## src/rtl/ise_pkg.sv

```systemverilog
package ise_pkg;

   localparam int unsigned DATA_W = 32;

   localparam logic [1:0] MODE_HOLD   = 2'd0;
   localparam logic [1:0] MODE_INSERT = 2'd1;
   localparam logic [1:0] MODE_SHIFT  = 2'd2;

   typedef struct packed {
      logic signed [DATA_W-1:0] value;
      logic                     last;
   } req_type;

   typedef struct packed {
      logic signed [DATA_W-1:0] value_res;
      logic                     last_res;
      logic                     overflow;
   } rsp_type;

   typedef struct packed {
      logic                     valid;
      logic                     le;
      logic signed [DATA_W-1:0] value;
   } cell_type;

endpackage

```

## src/rtl/ise_cell.sv

```systemverilog
module ise_cell (
   input  logic                             clock,
   input  logic                             reset,
   input  logic [1:0]                       mode,
   input  logic signed [ise_pkg::DATA_W-1:0] ins_value,
   input  ise_pkg::cell_type                left,
   input  ise_pkg::cell_type                right,
   output ise_pkg::cell_type                cell_out
);

   logic                              valid_ff;
   logic                              valid_in;
   logic signed [ise_pkg::DATA_W-1:0] value_ff;
   logic signed [ise_pkg::DATA_W-1:0] value_in;
   logic                              le;

   assign le = valid_ff && !(value_ff > ins_value);

   always_comb begin
      valid_in = valid_ff;
      value_in = value_ff;
      case (mode)
         ise_pkg::MODE_INSERT: begin
            if (!le) begin
               if (left.le) begin
                  valid_in = 1'b1;
                  value_in = ins_value;
               end else begin
                  valid_in = left.valid;
                  value_in = left.value;
               end
            end
         end
         ise_pkg::MODE_SHIFT: begin
            valid_in = right.valid;
            value_in = right.value;
         end
         default: begin
            valid_in = valid_ff;
            value_in = value_ff;
         end
      endcase
   end

   always_ff @(posedge clock) begin
      if (reset) begin
         valid_ff <= 1'b0;
      end else begin
         valid_ff <= valid_in;
      end
   end

   always_ff @(posedge clock) begin
      value_ff <= value_in;
   end

   assign cell_out.valid = valid_ff;
   assign cell_out.le    = le;
   assign cell_out.value = value_ff;

endmodule

```

## config.mk

```make
export PLATFORM = sky130hd
export DESIGN_NAME = ise_cell
export DESIGN_NICKNAME = d
export VERILOG_FILES = /design/src/rtl/ise_pkg.sv /design/src/rtl/ise_cell.sv
export SDC_FILE = /design/constraint.sdc
export NUM_CORES = 1
export LEC_CHECK = 0
export BUFFER_PORTS_ARGS = -buffer_cell sky130_fd_sc_hd__buf_2
export CORE_ASPECT_RATIO = 1.1
export CORE_MARGIN = 4
export CORE_UTILIZATION = 49
export DETAILED_ROUTE_END_ITERATION = 12
export GPL_ROUTABILITY_DRIVEN = 0
export PLACE_DENSITY = 0.84
export RECOVER_POWER = 25
export SLEW_MARGIN = 15
export SYNTH_ARGS = -nofsm -noshare
export SYNTH_HDL_FRONTEND = slang
export SYNTH_SLANG_ARGS = --single-unit
```

## constraint.sdc

```tcl
create_clock -name clock -period 15.66 [get_ports clock]
set_input_delay 3.132 -clock clock [delete_from_list [all_inputs] [get_ports clock]]
set_output_delay 3.132 -clock clock [all_outputs]
set_load 0.01 [all_outputs]
```

==> summary.md <==
| Metric | Value |
|---|---|
| Most frequent CP cell | `buf_2` |
| Post-synth cell types | `34` |
| Clock Sinks | `33` |
| Outcome | `finished clean` |
| Ranking of synthesized cells by area | `edfxtp_1 37%, ha_1 16%, mux2i_1 12%` |
| Critical Path RT | `12.53 ns` |
| Sequential share of the synthesized area | `38.26%` |
| LEAKAGE | `1.690 nW` |
| Max Fclk | `123.5 MHz` |
| Worst skew pair latency | `0.27 ns` |
| Int Power | `0.0001762 W` |
| Post-Layout Cell Count | `459` |
| Die X-Extent | `76.97 microns` |
| # rows | `27` |
| Clock Tree Root | `clkbuf_8` |
| Initial antenna violation count | `0` |
| Final period util | `51.72%` |
| Die H | `83.87 microns` |
| DRC Markers | `0` |
| Die ar. | `6455 sq um` |
| Comb pwr share | `31.2%` |
| Critical Path Source Type | `input pin` |
| Crit. End Element | `output pin` |
| Post-CTS Setup Inserts | `0` |
| CP arrival | `4.97 ns` |
| Sequential Power Share | `45.7%` |
| Vias per std cell | `5.224` |
| Crit Path Class | `input pin to output pin` |
| Global-route wire length before repair | `10820 microns` |
| Placed wire-length estimate | `5273 microns` |
| Share of cells above drive strength 1 | `31.67%` |
| Cells along the critical path | `buf_2 -> inv_1 -> ha_1 -> a21o_1 -> nand3_1 -> a21oi_1 -> or4_1 -> a21oi_2 -> o31a_1 -> buf_2` |
| Gate Count Post-Synth | `268` |
| Synth Cell Area | `2564 sq um` |
| Grt ovf | `0` |
| Clock Skews | `0.004715 ns` |
| Max_cap viols | `0` |
| GRT Total Usage | `20.50%` |
| Pwr dens | `76.43 nW/um^2` |
| Initial detailed-routing violation count | `57` |
| Clk pwr share | `23.1%` |
| Headroom to the max-slew limit | `33.72%` |
| Flops & latches, synth | `33` |
| Clock-pin slew on the worst setup and hold paths | `0.06 ns` |
| Commonest non-fill, non-tap cell in the layout | `buf_2` |
| N_diodes | `0` |
| Most frequent cells in the layout | `112 x buf_2, 37 x nand2_1, 33 x o21ai_0, 33 x inv_1` |
| Initial Utilization | `50.93%` |
| Avg WL per Cell | `14.14 microns` |
| Setup TNS | `0 ns` |
| Area grow syn2layout | `30.11%` |
| Mapped Nets | `404` |
| Syn avg cell area | `9.566 sq um` |
| CTS resizes | `0` |
| Unrepaired setup endpoints after global routing | `no` |
| Worst path slowest cell | `or4_1` |
| Crit-path max cell delay | `0.53 ns` |
| Fin nets | `537` |
| Synth top area share | `37.48%` |
| Antenna-violating nets left | `0` |
| Worst VDD drop | `0.00004913 V` |
| Vias in the first global route | `2488` |
| Largest net degree at the start of global routing | `68` |
| CP max FO | `3` |
| Clock buffer depth | `2` |
| Num ports | `138` |
| DRT Pass-1 Iters | `4` |
| CTS tree | `yes` |
| IO Port Bufs | `136` |
| Worst slew pin tran | `0.9942 ns` |
| Switch Pwr | `0.00007877 W` |
| Count of final hold-check violations | `0` |
| HP Class | `register to register` |
| Number of hold buffers added after cts | `0` |
| Final count of pins violating max slew | `0` |
| Final Util | `66.27%` |
| Cts bufs inserted | `5` |
| Core area | `5034 sq um` |
| Switching share of total power | `30.90%` |
| H-tree Lvls | `2` |
| Placed cells | `452` |
| Final min period | `8.099 ns` |
| CP top delay family | `compound AO/OA/AOI/OAI gates` |
| Routed vias | `2398` |
| Drt total wl | `6491 microns` |
| Final setup violation count | `0` |
| Worst path bufs/invs | `3` |
| Yosys top cell by area | `edfxtp_1` |
| Synth warn | `0` |
==> area by class of cell <==
type / count / area (sq um)
Clock buffer: 6 / 72.57
Timing Repair Buffer: 139 / 673.1
Inverter: 33 / 123.9
Clock inverter: 1 / 3.754
Fill cell: 425 / 1698
Sequential cell: 33 / 980.9
Tap cell: 58 / 72.57
Multi-Input combinational cell: 189 / 1409
==> registers in the layout (all words and copies together) (netlist names) <==
signal,count
value_ff,32
valid_ff,1
==> per-layer routing <==
layer / vias up / global-route usage (%) / wire, microns
met5: - / 0 / 0
met4: 0 / 6.919 / 136
met3: 12 / 4.428 / 428
met2: 89 / 39.30 / 3424
met1: 1070 / 21.77 / 2502
li1: 1227 / - / -
==> worst paths after layout <==
check | start | to | slack (ns) | cells past startpoint
worst max-delay path | ins_value[9] | cell_out[32] | 7.56 | 10
worst min-delay path | valid_ff | valid_ff | 0.69 | 3
worst max register to register | value_ff[27] | value_ff[18] | 13.07 | 8
worst min register to register | valid_ff | valid_ff | 0.69 | 3
==> power groups by stage <==
stage	clock (W)	combinational (W)	sequential (W)
6_report	0.0000588	0.0000796	0.000116
5_1_grt	0.0000643	0.0000903	0.000118
4_1_cts	0.0000614	0.0000826	0.000116
3_5_place_dp	0	0.0000823	0.000118
3_3_place_gp	0	0.0000793	0.000117
2_1_floorplan	0	0.0000418	0.000124
==> cell families (layout without fill, tap and decap cells) <==
| family | count (synthesis) | in the layout | synth area share (%) |
|---|---|---|---|
| AOI/OAI and AO/OA | 62 | 62 | 13.81 |
| adders and majority gates | 32 | 32 | 15.62 |
| buffers and inverters | 46 | 179 | 7.369 |
| DFF | 33 | 33 | 38.26 |
| muxes | 32 | 32 | 12.49 |
| and+or+nand+nor | 63 | 63 | 12.44 |
==> metrics by stage <==
stage	worst slack [ns]	area (sq um)	hold slack, ns	total power (W)
4_1_cts	7.565	3366	0.6878	0.0002603
6_report	7.561	3336	0.6944	0.0002549
5_1_grt	7.431	3336	0.7695	0.0002728
3_3_place_gp	7.626	3289	0.6465	0.0001966
2_1_floorplan	7.605	2564	0.6254	0.0001655
3_5_place_dp	7.574	3289	0.6703	0.0002004
==> cells in the mapped netlist <==
| cell | number |
|---|---|
| nor3_1 | 1 |
| a2bb2oi_1 | 1 |
| or2b_1 | 1 |
| clkbuf_1 | 9 |
| o21ai_0 | 33 |
| a2111oi_0 | 1 |
| o211ai_1 | 2 |
| buf_4 | 2 |
| a211oi_1 | 2 |
| nand4_1 | 6 |
| ha_1 | 32 |
| a221oi_1 | 1 |
| buf_2 | 1 |
| o21ai_1 | 2 |
| a21oi_2 | 1 |
| a21oi_1 | 13 |
| mux2i_1 | 32 |
| nand2b_1 | 2 |
| o31a_1 | 2 |
| nand3_1 | 1 |
| nor4_4 | 1 |
| nor2b_1 | 2 |
| nand2_1 | 37 |
| edfxtp_1 | 32 |
| nand3_2 | 1 |
| or4_1 | 2 |
| nor2_1 | 6 |
| dfxtp_1 | 1 |
| nand4_2 | 2 |
| buf_6 | 1 |
| inv_1 | 33 |
| nor4_1 | 1 |
| o41ai_1 | 1 |
| a21o_1 | 3 |
==> worst register-to-register path, delay by kind of cell (launching register included) <==
kind | cells | cell delay [ns]
AO/OA/AOI/OAI | 4 | 0.72
adder cells (fa/ha/maj) | 1 | 0.34
buffers and inverters | 1 | 0.35
flip-flops | 1 | 0.41
AND/OR/NAND/NOR | 2 | 0.45
No activity file was read; power rests on OpenSTA's default activity.
